==> config.mk <==
export PLATFORM = sky130hd
export DESIGN_NAME = tunnel_fragment_header_parser_core
export DESIGN_NICKNAME = d
export VERILOG_FILES = /design/src/rtl/tfhp_pkg.sv /design/src/rtl/tfhp_front.sv /design/src/rtl/tfhp_queue.sv /design/src/rtl/tfhp_back.sv /design/src/rtl/tunnel_fragment_header_parser_core.sv
export VERILOG_INCLUDE_DIRS = /design/src /design/src/rtl
export SDC_FILE = /design/constraint.sdc
export NUM_CORES = 1
export LEC_CHECK = 0
export BUFFER_PORTS_ARGS = -buffer_cell sky130_fd_sc_hd__buf_2
export CORE_ASPECT_RATIO = 0.9
export CORE_MARGIN = 5
export CORE_UTILIZATION = 35
export CTS_BUF_LIST = sky130_fd_sc_hd__clkbuf_8
export CTS_CLUSTER_DIAMETER = 40
export CTS_CLUSTER_SIZE = 25
export DETAILED_ROUTE_END_ITERATION = 10
export GPL_ROUTABILITY_DRIVEN = 0
export GPL_TIMING_DRIVEN = 0
export SYNTH_ARGS = -nofsm -noshare
export SYNTH_HDL_FRONTEND = slang
export SYNTH_SLANG_ARGS = --single-unit
==> constraint.sdc <==
create_clock -name clk -period 6 [get_ports clk]
set_clock_uncertainty 0.2 [all_clocks]
set_input_delay 0.6 -clock clk [delete_from_list [all_inputs] [get_ports clk]]
set_output_delay 0.6 -clock clk [all_outputs]
set_load 0.05 [all_outputs]
==> src/rtl/tunnel_fragment_header_parser_core_assert.svh <==
// ---------------------------------------------------------------------------
// Assertion macros for the tunnel fragment header parser.
// Each macro expands to one labeled concurrent assertion on clk, disabled
// while rst_n is low.
// ---------------------------------------------------------------------------
`ifndef TUNNEL_FRAGMENT_HEADER_PARSER_CORE_ASSERT_SVH
`define TUNNEL_FRAGMENT_HEADER_PARSER_CORE_ASSERT_SVH

// Consequent must hold in the same cycle as the antecedent.
`define TFHP_ASSERT_SAME(label, ante, cons, msg) \
  label: assert property (@(posedge clk) disable iff (!rst_n) (ante) |-> (cons)) \
    else $error(msg);

// Consequent must hold in the cycle after the antecedent.
`define TFHP_ASSERT_NEXT(label, ante, cons, msg) \
  label: assert property (@(posedge clk) disable iff (!rst_n) (ante) |=> (cons)) \
    else $error(msg);

`endif

==> src/rtl/tfhp_pkg.sv <==
// ---------------------------------------------------------------------------
// tfhp_pkg
// Types and constants shared by the tunnel fragment header parser modules.
// ---------------------------------------------------------------------------
package tfhp_pkg;

  localparam int POS_W       = 10;
  localparam int BLOCK_BYTES = 1008;
  localparam int HASH_BYTES  = 32;
  localparam logic [15:0] MAX_FRAG_RESET = 16'd1003;

  // Byte classes.
  localparam logic [3:0] CLS_CHECKSUM  = 4'd0;
  localparam logic [3:0] CLS_PADDING   = 4'd1;
  localparam logic [3:0] CLS_DELIMITER = 4'd2;
  localparam logic [3:0] CLS_FLAG      = 4'd3;
  localparam logic [3:0] CLS_TUNNEL_ID = 4'd4;
  localparam logic [3:0] CLS_HASH      = 4'd5;
  localparam logic [3:0] CLS_MSG_ID    = 4'd6;
  localparam logic [3:0] CLS_SIZE      = 4'd7;
  localparam logic [3:0] CLS_PAYLOAD   = 4'd8;
  localparam logic [3:0] CLS_DISCARD   = 4'd9;

  // Status codes.
  localparam logic [1:0] ST_OK        = 2'd0;
  localparam logic [1:0] ST_NO_ZERO   = 2'd1;
  localparam logic [1:0] ST_TOO_LONG  = 2'd2;
  localparam logic [1:0] ST_TRUNCATED = 2'd3;

  // Delivery types.
  localparam logic [1:0] DT_TUNNEL = 2'd1;
  localparam logic [1:0] DT_ROUTER = 2'd2;

  typedef struct packed {
    logic [7:0] data_byte;
    logic       block_start;
  } tfhp_in_t;

  typedef struct packed {
    logic [7:0]  out_byte;
    logic [3:0]  byte_class;
    logic        block_last;
    logic        desc_valid;
    logic [1:0]  delivery_type;
    logic [31:0] tunnel_id;
    logic [31:0] message_id;
    logic        follow_on;
    logic [5:0]  fragment_number;
    logic        last_fragment;
    logic [15:0] payload_size;
    logic [1:0]  status;
  } tfhp_out_t;

  // Classified byte handed from the parser front to the descriptor back end.
  typedef struct packed {
    logic [7:0]  data_byte;
    logic [3:0]  byte_class;
    logic        block_last;
    logic        desc_valid;
    logic [15:0] size;
    logic [1:0]  status;
  } tfhp_rec_t;

endpackage

==> src/rtl/tfhp_front.sv <==
// ---------------------------------------------------------------------------
// tfhp_front
// Parser front end: tracks the block position and parse phase, classes each
// byte, checks the fragment size and latches the block status.
// ---------------------------------------------------------------------------
module tfhp_front (
  input  logic                clk,
  input  logic                rst_n,
  input  logic                accept,
  input  tfhp_pkg::tfhp_in_t  in_item,
  input  logic                cfg_we,
  input  logic [15:0]         cfg_wdata,
  output tfhp_pkg::tfhp_rec_t rec
);
  import tfhp_pkg::*;

  typedef enum logic [3:0] {
    PH_CHECKSUM,
    PH_PAD,
    PH_FLAG,
    PH_TID,
    PH_HASH,
    PH_MID,
    PH_SIZE,
    PH_PAYLOAD,
    PH_DISCARD
  } phase_t;

  localparam logic [POS_W-1:0] LAST_POS = POS_W'(BLOCK_BYTES - 1);

  phase_t           phase_r, phase_nxt, phase_cur;
  logic [POS_W-1:0] pos_r, pos_nxt, pos_cur;
  logic [5:0]       cnt_r, cnt_nxt, cnt_cur, cnt_inc;
  logic [7:0]       flag_r, flag_nxt, flag_cur;
  logic [15:0]      size_r, size_nxt, size_cur;
  logic [15:0]      rem_r, rem_nxt, rem_cur;
  logic [1:0]       err_r, err_nxt, err_cur;
  logic [15:0]      max_r;
  logic [3:0]       cls;
  logic             desc;
  logic             last;
  logic [7:0]       b;

  always_comb begin
    b = in_item.data_byte;
    // A block start byte sees freshly cleared parser state.
    if (in_item.block_start) begin
      phase_cur = PH_CHECKSUM;
      pos_cur   = '0;
      cnt_cur   = '0;
      flag_cur  = '0;
      size_cur  = '0;
      rem_cur   = '0;
      err_cur   = ST_OK;
    end else begin
      phase_cur = phase_r;
      pos_cur   = pos_r;
      cnt_cur   = cnt_r;
      flag_cur  = flag_r;
      size_cur  = size_r;
      rem_cur   = rem_r;
      err_cur   = err_r;
    end

    cnt_inc   = cnt_cur + 6'd1;
    cls       = CLS_DISCARD;
    desc      = 1'b0;
    phase_nxt = phase_cur;
    cnt_nxt   = cnt_cur;
    flag_nxt  = flag_cur;
    size_nxt  = size_cur;
    rem_nxt   = rem_cur;
    err_nxt   = err_cur;

    case (phase_cur)
      PH_CHECKSUM: begin
        cls = CLS_CHECKSUM;
        if (pos_cur >= POS_W'(3)) begin
          phase_nxt = PH_PAD;
          cnt_nxt   = '0;
        end
      end
      PH_PAD: begin
        if (b != 8'd0) begin
          cls = CLS_PADDING;
        end else begin
          cls       = CLS_DELIMITER;
          phase_nxt = PH_FLAG;
        end
      end
      PH_FLAG: begin
        cls      = CLS_FLAG;
        flag_nxt = b;
        size_nxt = '0;
        cnt_nxt  = '0;
        if (b[7]) begin
          phase_nxt = PH_MID;
        end else if (b[6:5] == DT_TUNNEL) begin
          phase_nxt = PH_TID;
        end else if (b[6:5] == DT_ROUTER) begin
          phase_nxt = PH_HASH;
        end else begin
          phase_nxt = b[3] ? PH_MID : PH_SIZE;
        end
      end
      PH_TID: begin
        cls     = CLS_TUNNEL_ID;
        cnt_nxt = cnt_inc;
        if (cnt_inc >= 6'd4) begin
          cnt_nxt   = '0;
          phase_nxt = PH_HASH;
        end
      end
      PH_HASH: begin
        cls     = CLS_HASH;
        cnt_nxt = cnt_inc;
        if (cnt_inc >= 6'(HASH_BYTES)) begin
          cnt_nxt   = '0;
          phase_nxt = flag_cur[3] ? PH_MID : PH_SIZE;
        end
      end
      PH_MID: begin
        cls     = CLS_MSG_ID;
        cnt_nxt = cnt_inc;
        if (cnt_inc >= 6'd4) begin
          cnt_nxt   = '0;
          phase_nxt = PH_SIZE;
        end
      end
      PH_SIZE: begin
        cls      = CLS_SIZE;
        size_nxt = {size_cur[7:0], b};
        cnt_nxt  = cnt_inc;
        if (cnt_inc >= 6'd2) begin
          cnt_nxt = '0;
          if (size_nxt > max_r) begin
            err_nxt   = ST_TOO_LONG;
            phase_nxt = PH_DISCARD;
          end else begin
            desc      = 1'b1;
            rem_nxt   = size_nxt;
            phase_nxt = (size_nxt != 16'd0) ? PH_PAYLOAD : PH_FLAG;
          end
        end
      end
      PH_PAYLOAD: begin
        cls     = CLS_PAYLOAD;
        rem_nxt = rem_cur - 16'd1;
        if (rem_nxt == 16'd0) begin
          phase_nxt = PH_FLAG;
        end
      end
      default: begin
        cls       = CLS_DISCARD;
        phase_nxt = PH_DISCARD;
      end
    endcase

    last = (pos_cur >= LAST_POS);
    if (last && err_nxt == ST_OK) begin
      if (phase_nxt == PH_PAD || phase_nxt == PH_CHECKSUM) begin
        err_nxt = ST_NO_ZERO;
      end else if (phase_nxt != PH_FLAG) begin
        err_nxt = ST_TRUNCATED;
      end
    end

    rec.data_byte  = b;
    rec.byte_class = cls;
    rec.block_last = last;
    rec.desc_valid = desc;
    rec.size       = size_nxt;
    rec.status     = err_nxt;

    pos_nxt = pos_cur + POS_W'(1);
  end

  always_ff @(posedge clk) begin
    if (!rst_n) begin
      phase_r <= PH_CHECKSUM;
      pos_r   <= '0;
      cnt_r   <= '0;
      flag_r  <= '0;
      size_r  <= '0;
      rem_r   <= '0;
      err_r   <= ST_OK;
      max_r   <= MAX_FRAG_RESET;
    end else begin
      if (cfg_we) begin
        max_r <= cfg_wdata;
      end
      if (accept) begin
        if (last) begin
          // The block ends here; the next byte starts a new block.
          phase_r <= PH_CHECKSUM;
          pos_r   <= '0;
          cnt_r   <= '0;
          flag_r  <= '0;
          size_r  <= '0;
          rem_r   <= '0;
          err_r   <= ST_OK;
        end else begin
          phase_r <= phase_nxt;
          pos_r   <= pos_nxt;
          cnt_r   <= cnt_nxt;
          flag_r  <= flag_nxt;
          size_r  <= size_nxt;
          rem_r   <= rem_nxt;
          err_r   <= err_nxt;
        end
      end
    end
  end

endmodule

==> src/rtl/tfhp_queue.sv <==
// ---------------------------------------------------------------------------
// tfhp_queue
// Short first-in first-out queue of classified bytes between front and back.
// ---------------------------------------------------------------------------
module tfhp_queue #(
  parameter int DEPTH = 4
) (
  input  logic                clk,
  input  logic                rst_n,
  input  logic                push,
  input  tfhp_pkg::tfhp_rec_t wdata,
  output logic                full,
  input  logic                pop,
  output tfhp_pkg::tfhp_rec_t rdata,
  output logic                empty
);
  import tfhp_pkg::*;

  localparam int PTR_W = $clog2(DEPTH);
  localparam int CNT_W = $clog2(DEPTH + 1);
  localparam logic [PTR_W-1:0] PTR_LAST = PTR_W'(DEPTH - 1);

  tfhp_rec_t        entry_r [DEPTH];
  logic [PTR_W-1:0] wr_ptr_r, rd_ptr_r;
  logic [CNT_W-1:0] count_r;
  logic             do_push, do_pop;

  assign full    = (count_r == CNT_W'(DEPTH));
  assign empty   = (count_r == '0);
  assign do_push = push && !full;
  assign do_pop  = pop && !empty;
  assign rdata   = entry_r[rd_ptr_r];

  always_ff @(posedge clk) begin
    if (do_push) begin
      entry_r[wr_ptr_r] <= wdata;
    end
  end

  always_ff @(posedge clk) begin
    if (!rst_n) begin
      wr_ptr_r <= '0;
      rd_ptr_r <= '0;
      count_r  <= '0;
    end else begin
      if (do_push) begin
        wr_ptr_r <= (wr_ptr_r == PTR_LAST) ? '0 : wr_ptr_r + PTR_W'(1);
      end
      if (do_pop) begin
        rd_ptr_r <= (rd_ptr_r == PTR_LAST) ? '0 : rd_ptr_r + PTR_W'(1);
      end
      if (do_push && !do_pop) begin
        count_r <= count_r + CNT_W'(1);
      end else if (do_pop && !do_push) begin
        count_r <= count_r - CNT_W'(1);
      end
    end
  end

endmodule

==> src/rtl/tfhp_back.sv <==
// ---------------------------------------------------------------------------
// tfhp_back
// Descriptor back end: gathers flag, tunnel id and message id bytes and
// builds the result request in an output register.
// ---------------------------------------------------------------------------
module tfhp_back (
  input  logic                clk,
  input  logic                rst_n,
  input  logic                q_empty,
  input  tfhp_pkg::tfhp_rec_t q_rdata,
  output logic                q_pop,
  output logic                empty,
  input  logic                pop,
  output tfhp_pkg::tfhp_out_t out_item
);
  import tfhp_pkg::*;

  logic [7:0]  flag_r;
  logic [31:0] tid_r;
  logic [31:0] mid_r;
  logic        out_valid_r;
  tfhp_out_t   out_r, out_nxt;

  assign q_pop    = !q_empty && (!out_valid_r || pop);
  assign empty    = !out_valid_r;
  assign out_item = out_r;

  // The size byte that completes a descriptor never touches the id shifters,
  // so their current contents are the fragment's fields.
  always_comb begin
    out_nxt                 = '0;
    out_nxt.out_byte        = q_rdata.data_byte;
    out_nxt.byte_class      = q_rdata.byte_class;
    out_nxt.block_last      = q_rdata.block_last;
    out_nxt.desc_valid      = q_rdata.desc_valid;
    out_nxt.status          = q_rdata.status;
    if (q_rdata.desc_valid) begin
      out_nxt.payload_size = q_rdata.size;
      if (flag_r[7]) begin
        out_nxt.message_id      = mid_r;
        out_nxt.follow_on       = 1'b1;
        out_nxt.fragment_number = flag_r[6:1];
        out_nxt.last_fragment   = flag_r[0];
      end else begin
        out_nxt.delivery_type = flag_r[6:5];
        out_nxt.tunnel_id     = (flag_r[6:5] == DT_TUNNEL) ? tid_r : 32'd0;
        out_nxt.message_id    = flag_r[3] ? mid_r : 32'd0;
        out_nxt.last_fragment = !flag_r[3];
      end
    end
  end

  always_ff @(posedge clk) begin
    if (q_pop) begin
      out_r <= out_nxt;
      case (q_rdata.byte_class)
        CLS_FLAG:      flag_r <= q_rdata.data_byte;
        CLS_TUNNEL_ID: tid_r  <= {tid_r[23:0], q_rdata.data_byte};
        CLS_MSG_ID:    mid_r  <= {mid_r[23:0], q_rdata.data_byte};
        default: begin
        end
      endcase
    end
  end

  always_ff @(posedge clk) begin
    if (!rst_n) begin
      out_valid_r <= 1'b0;
    end else if (q_pop) begin
      out_valid_r <= 1'b1;
    end else if (pop) begin
      out_valid_r <= 1'b0;
    end
  end

endmodule

==> src/rtl/tunnel_fragment_header_parser_core.sv <==
// A byte accepted into the queue is popped by the back end into the output register,
// which drives the result ports until the result is popped.
// Throughput: one byte per cycle while the queue is not full; front state updates per byte.
// A stalled result side fills the QUEUE_DEPTH-entry queue plus the output register.
// Reset (rst_n low, synchronous) clears parser state and queues; the size limit
// returns to 1003.
// ---------------------------------------------------------------------------
// tunnel_fragment_header_parser_core
// Tunnel data block fragment header parser: classes each block byte and
// reports a descriptor after the size field of every fragment within the size limit.
// ---------------------------------------------------------------------------
`include "tunnel_fragment_header_parser_core_assert.svh"

module tunnel_fragment_header_parser_core #(
  parameter int QUEUE_DEPTH = 4
) (
  input  logic                clk,
  input  logic                rst_n,
  input  logic                push,
  output logic                full,
  input  tfhp_pkg::tfhp_in_t  in_data,
  output logic                empty,
  input  logic                pop,
  output tfhp_pkg::tfhp_out_t out_data,
  input  logic                cfg_we,
  input  logic [15:0]         cfg_wdata
);
  import tfhp_pkg::*;

  tfhp_rec_t front_rec;
  tfhp_rec_t q_rdata;
  logic      q_full, q_empty, q_pop;
  logic      accept;

  assign full   = q_full;
  assign accept = push && !q_full;

  tfhp_front u_front (
    .clk       (clk),
    .rst_n     (rst_n),
    .accept    (accept),
    .in_item   (in_data),
    .cfg_we    (cfg_we),
    .cfg_wdata (cfg_wdata),
    .rec       (front_rec)
  );

  tfhp_queue #(
    .DEPTH (QUEUE_DEPTH)
  ) u_queue (
    .clk   (clk),
    .rst_n (rst_n),
    .push  (accept),
    .wdata (front_rec),
    .full  (q_full),
    .pop   (q_pop),
    .rdata (q_rdata),
    .empty (q_empty)
  );

  tfhp_back u_back (
    .clk      (clk),
    .rst_n    (rst_n),
    .q_empty  (q_empty),
    .q_rdata  (q_rdata),
    .q_pop    (q_pop),
    .empty    (empty),
    .pop      (pop),
    .out_item (out_data)
  );

  `TFHP_ASSERT_SAME(a_desc_on_size, !empty && out_data.desc_valid,
                    out_data.byte_class == CLS_SIZE,
                    "descriptor on a byte that is not a size byte")
  `TFHP_ASSERT_SAME(a_no_desc_zero, !empty && !out_data.desc_valid,
                    out_data.payload_size == 16'd0 && out_data.tunnel_id == 32'd0 &&
                    out_data.message_id == 32'd0,
                    "descriptor fields set without a descriptor")
  `TFHP_ASSERT_NEXT(a_queue_holds, q_full && !q_pop, q_full,
                    "queue lost an entry while the back end was stalled")

endmodule
[Word level (Yosys, flattened, before mapping)]
Memories as Yosys holds them, arrays and structs flattened. A register that Yosys moved wholly into a read port is not among the register bits.
Index checks and enable logic that the tools add are counted.
Operators by class
  add/sub/neg operators: 7
  multipliers: 0
  divide/modulo/power cells: 0
  order comparisons: 6
  equality and inequality tests: 18
  shifts and indexed selects: 0
  mux-type cells: 64
  bitwise operators: 2
  reduce and logical (&&, ||, !) cells: 31
Operators with widths (count)
  $mux W16: 6
  $mux W32: 2
  $mux W4: 16
  $pmux W16 S2: 2
  $pmux W4 S8: 2
  $mux W6: 6
  $mux W2: 15
  $pmux W6 S5: 1
  $eq A4 B3 Y1 const B: 6
  $mux W10: 2
  $gt A16 B16 Y1: 1
  $logic_not A16 Y1: 1
  $reduce_bool A16 Y1: 1
  $sub A16 B1 Y16 const B: 1
  $eq A4 B2 Y1 const B: 3
  $add A10 B1 Y10 const B: 1
  $ge A10 B10 Y1 const B: 1
  $ge A10 B2 Y1 const B: 1
  $mux W3: 3
  $eq A4 B1 Y1 const B: 2
  $logic_not A4 Y1: 2
  $mux W1: 8
  $reduce_and A2 Y1: 4
  $reduce_bool A8 Y1: 1
  21 further kinds: 40
Word-level totals
  register bits: 257
  bits in latches: 0
  bits in writable memories: 128
  bits in read-only memories: 0
  logic and storage cells: 156
  memories kept: 1
Memory list
  u_queue.entry_r: depth 4, bits a word 32, read ports 1, clocked after Yosys merged registers in 1, write ports 1, RTL line tfhp_queue.sv:23  | tfhp_rec_t entry_r [DEPTH];

[Longest topological paths before layout]
  depth after elaboration: 11
  gate-level depth with buffers: 18
  depth with buffers taken out: 12

[Modules after synthesis]
A second synthesis with hierarchy kept.
Unflattened totals
  cells, all modules: 1192
  area total of the unflattened synthesis: 16209.3 µm²
Modules (own cells, without submodules)
  tfhp_back: instances 1, cells each 294, area an instance 6115.9 µm², seq. area each 5365.1 µm²
  tfhp_queue: instances 1, cells each 218, area an instance 5138.7 µm², seq. area each 4023.9 µm²
  tfhp_front: instances 1, cells each 679, area an instance 4941.0 µm², seq. area each 1421.4 µm²
  tunnel_fragment_header_parser_core: instances 1, cells each 1, area an instance 13.8 µm², seq. area each 0.0 µm²

[Worst setup path before layout]
OpenSTA, ideal clock, no wires.
  path type: input port to flip-flop
  from: input in_data[0] in the netlist's numbering
  to: memory u_queue.entry_r[0][0] in the netlist's numbering (data pin)
  setup time: 279 ps
  data arrival time: 3895 ps
  required time: 5521 ps
  slack: 1625 ps
  cell stages on the path: 13
  path buffers: 5
  cells stage by stage: buf_2 -> clkbuf_1 -> clkbuf_1 -> clkbuf_1 -> clkbuf_1 -> nor2b_1 -> ha_1 -> nand4_1 -> or4_1 -> a211oi_1 -> a211oi_1 -> and4bb_4 -> o32ai_2
RTL lines
  start, declared: RTL line tunnel_fragment_header_parser_core.sv:21  | input tfhp_pkg::tfhp_in_t in_data,
  end, declared: RTL line tfhp_queue.sv:23

[Worst setup path in the final report]
  from: input in_data[0] in the netlist's numbering
  to: register u_front.rem_r[2]
Between the ends
  word-level cells in the longest chain between the ends: 6
  elaborated cells between the ends (all ways): 16
  classes of those cells: add/sub (2); order compare (3); eq/ne (2); mux (9)
RTL lines
  $mux W6 / $mux W16 (equally long branches): RTL line tfhp_front.sv:47  | if (in_item.block_start) begin
  $add A6 B1 Y6 / $gt A16 B16 Y1 (equally long branches): RTL line tfhp_front.sv:65, tfhp_front.sv:136
  $ge A6 B2 Y1 / $mux W16 (equally long branches): RTL line tfhp_front.sv:134, tfhp_front.sv:136
  $mux W16: RTL line tfhp_front.sv:134  | if (cnt_inc >= 6'd2) begin
  $pmux W16 S2: RTL line tfhp_front.sv:75  | case (phase_cur)
  $mux W16 (*): RTL line tfhp_front.sv:193  | if (last) begin
  end signal, assigned: RTL line tfhp_front.sv:208  | rem_r <= rem_nxt;
  end, declared: RTL line tfhp_front.sv:36  | logic [15:0] rem_r, rem_nxt, rem_cur;
Every way passes the cells marked *; elsewhere a longest branch is shown, timed or not.
A chain may end at the register's enable or synchronous reset.

==> metrics.txt <==
clock transition at the registers of the reported paths 70 ps; Clock Tree Buf Depth 3; Place WS -482 ps; antenna violations before repair 0; Cell Rows 74; reg-to-reg startpoint u_front.cnt_r[0]; Util after Layout 41.4%; RSZ-0062 raised after global routing false; synthesis warning total 0; Remaining Overflow, GRT 0; Antenna Cells 0; total power 8.66 mW; DIE WIDTH 237 um; minimum clock period 5890 ps; Fin Setup TNS 0 ps; critical path class in2reg; Worst-Skew Late Latency 630 ps; Final WS setup 112 ps; Layout Cell Area excl Fill 0.0189 sq mm; register-to-register setup slack 2480 ps; kind of end point of the critical path register; Peak supply drop 0.174 mV; dominant cell type by area after synthesis edfxtp_1; Final ANT Viol Nets 0; share of layout cells above drive strength 1 20.4%; Synth top area share 56.7%; final hold violations 0; Starting Density 35.6%; CP required 6320 ps; largest net degree at the start of global routing 60; final period utilization 98.1%; TritonCTS clock tree yes; Post-synth EDFFs 306; P per Cell Area 459 mW/mm^2; dpl hpwl 26,600 um; Top FF cell, synth edfxtp_1; status finished, final reports clean; Port Buffers 136; Yosys cell types 75; Synth Register Bits 387; Worst Setup Start Kind input pin; Critical path destination u_front.rem_r[2]; Slew @ Worst Pin 949 ps; commonest non-fill, non-tap cells in the layout edfxtp_1, buf_2, dfxtp_1; synthesized cell area 0.0162 sq mm; Area after DPL 0.0177 sq mm; Synth area leaders edfxtp_1, dfxtp_1, mux4_2; asr flop ratio synth 0%; CP Launch Point in_data[0]; H-Tree Depth 2; Pleak 6.70 nW; vias per cell 5.04; f_max 170 MHz; Die Area 0.0507 sq mm; synthesized instance count 1,190; root buf cell clkbuf_8; post-synth net total 1,249; io pins 138; Critical Path AT 6210 ps; GRT Total Usage 14.8%; vias after detailed routing 10,246; Mapped Avg Cell Area 13.6 sq um; Layout Cells excl Fill 2,032; worst min-delay path class in2reg; first-pass GRT wire length 59,400 um; Post-route DRC 0; Setup Buffers After CTS 0; Area Growth Syn to Fin 16.5%; Crit Path Max Fanout 10; final setup vio count 0; max_cap viols 0; final hold slack 50.1 ps; sequential share of the synthesized area 66.7%; number of global-route vias before repair 10,219; WL/cell 19.0 um; placed cells 1,935; Slew HR 36.2%; CTS Buf Count 49; nets@finish 1,444; Die Y 214 um; core area 0.0456 sq mm; commonest non-fill, non-tap cell in the layout edfxtp_1; Sinks on Clock Net 387; Max Slew Vio Count 0; Pre-antenna DRT Iters 5; initial DRC count 832; R2R cell count 12; routed wire length 38,600 um; reg2reg end u_front.rem_r[2]
[worst min-delay path by stage]
stage	startpoint	cells past startpoint	slack, ps	endpoint
2_1_floorplan	u_back.mid_r[2]	0	220	u_back.mid_r[10]
3_3_place_gp	u_back.tid_r[0]	0	220	u_back.tid_r[8]
3_5_place_dp	u_back.mid_r[6]	0	220	u_back.mid_r[14]
4_1_cts	cfg_wdata[9]	3	6	u_front.max_r[9]
5_1_grt	cfg_wdata[13]	3	20	u_front.max_r[13]
6_report	cfg_wdata[13]	3	50	u_front.max_r[13]
[registers in the layout, summed over array words and instances (netlist names), named ones only]
name and cells:
u_back.flag_r 8, u_back.mid_r 32, u_back.out_item 106, u_back.out_valid_r 1, u_back.tid_r 32, u_front.cnt_r 6
u_front.err_r 2, u_front.flag_r 1, u_front.max_r 16, u_front.phase_r 4, u_front.pos_r 10, u_front.rem_r 16
u_front.size_r 16, u_queue.count_r 3, u_queue.entry_r 128, u_queue.rd_ptr_r 2, u_queue.wr_ptr_r 2
[where the power goes]
group          switching (mW)  internal (mW)
sequential              0.149           3.61
combinational            2.16          0.627
clock                    1.09           1.02
[per-layer routing]
layer / track usage (%) / up-vias / part of all wire (%)
met5: 0 / - / 0
met4: 4.58 / 0 / 2.7
met3: 4.23 / 79 / 7.9
met2: 23.6 / 364 / 46
met1: 19.8 / 4963 / 43
li1: - / 4840 / -
[synthesized netlist by cell type (3+ instances only)]
cell type and instances:
buf_2 7, nor4_1 17, a221oi_1 3, or4_1 3, ha_1 28, inv_1 39
nor2_1 47, o21ai_0 49, a22oi_1 25, dfxtp_1 81, o22ai_1 3, or3_1 5
edfxtp_1 306, buf_1 6, nand4_1 7, and2_1 83, nor3b_1 4, nor3_1 19
mux2i_1 17, a31oi_1 7, xnor2_1 4, a21o_1 5, xor2_1 4, nand2_1 77
nand2b_1 11, a22o_1 9, nand3_1 18, o211ai_1 16, o31ai_1 5, o21bai_1 3
and3_1 9, o21a_1 3, a211o_1 3, nor2b_1 69, mux4_2 31, a21oi_1 44
a21boi_0 13, a211oi_1 8, clkbuf_1 52
[worst max-delay path, cell delays in order]
cell and delay [ps]:
buf_2 230, buf_2 310, clkbuf_1 530, clkbuf_1 530
clkbuf_1 650, buf_1 620, nor2b_1 180, ha_1 310
nand3_1 120, xor2_1 90, o211ai_1 490, nor4_4 140
a21oi_1 220, buf_2 310, buf_1 460, o211ai_1 160
a22o_2 240
[cell type report]
type	count	area, sq um
Clock inverter	39	392
Sequential cell	387	10800
Tap cell	608	761
Fill cell	4296	26700
Inverter	39	149
Multi-Input combinational cell	695	4990
Clock buffer	51	702
Buffer	69	288
Timing Repair Buffer	144	778
[cell families after synthesis]
logic type / share of synthesized area (%)
and+or+nand+nor: 13.5
adders and majority gates: 2.35
buffers and inverters: 2.68
AOI/OAI and AO/OA: 8.85
muxes: 5.50
xor gates and xnor gates: 0.432
DFF: 66.7
[repair_timing]
action                                  CTS  global route
hold endpoints to repair                  7             0
hold buffers                              7             0
endpoints found under the setup margin    0             8
resized for setup                         0             1
Power figures use the tool's default switching activity.
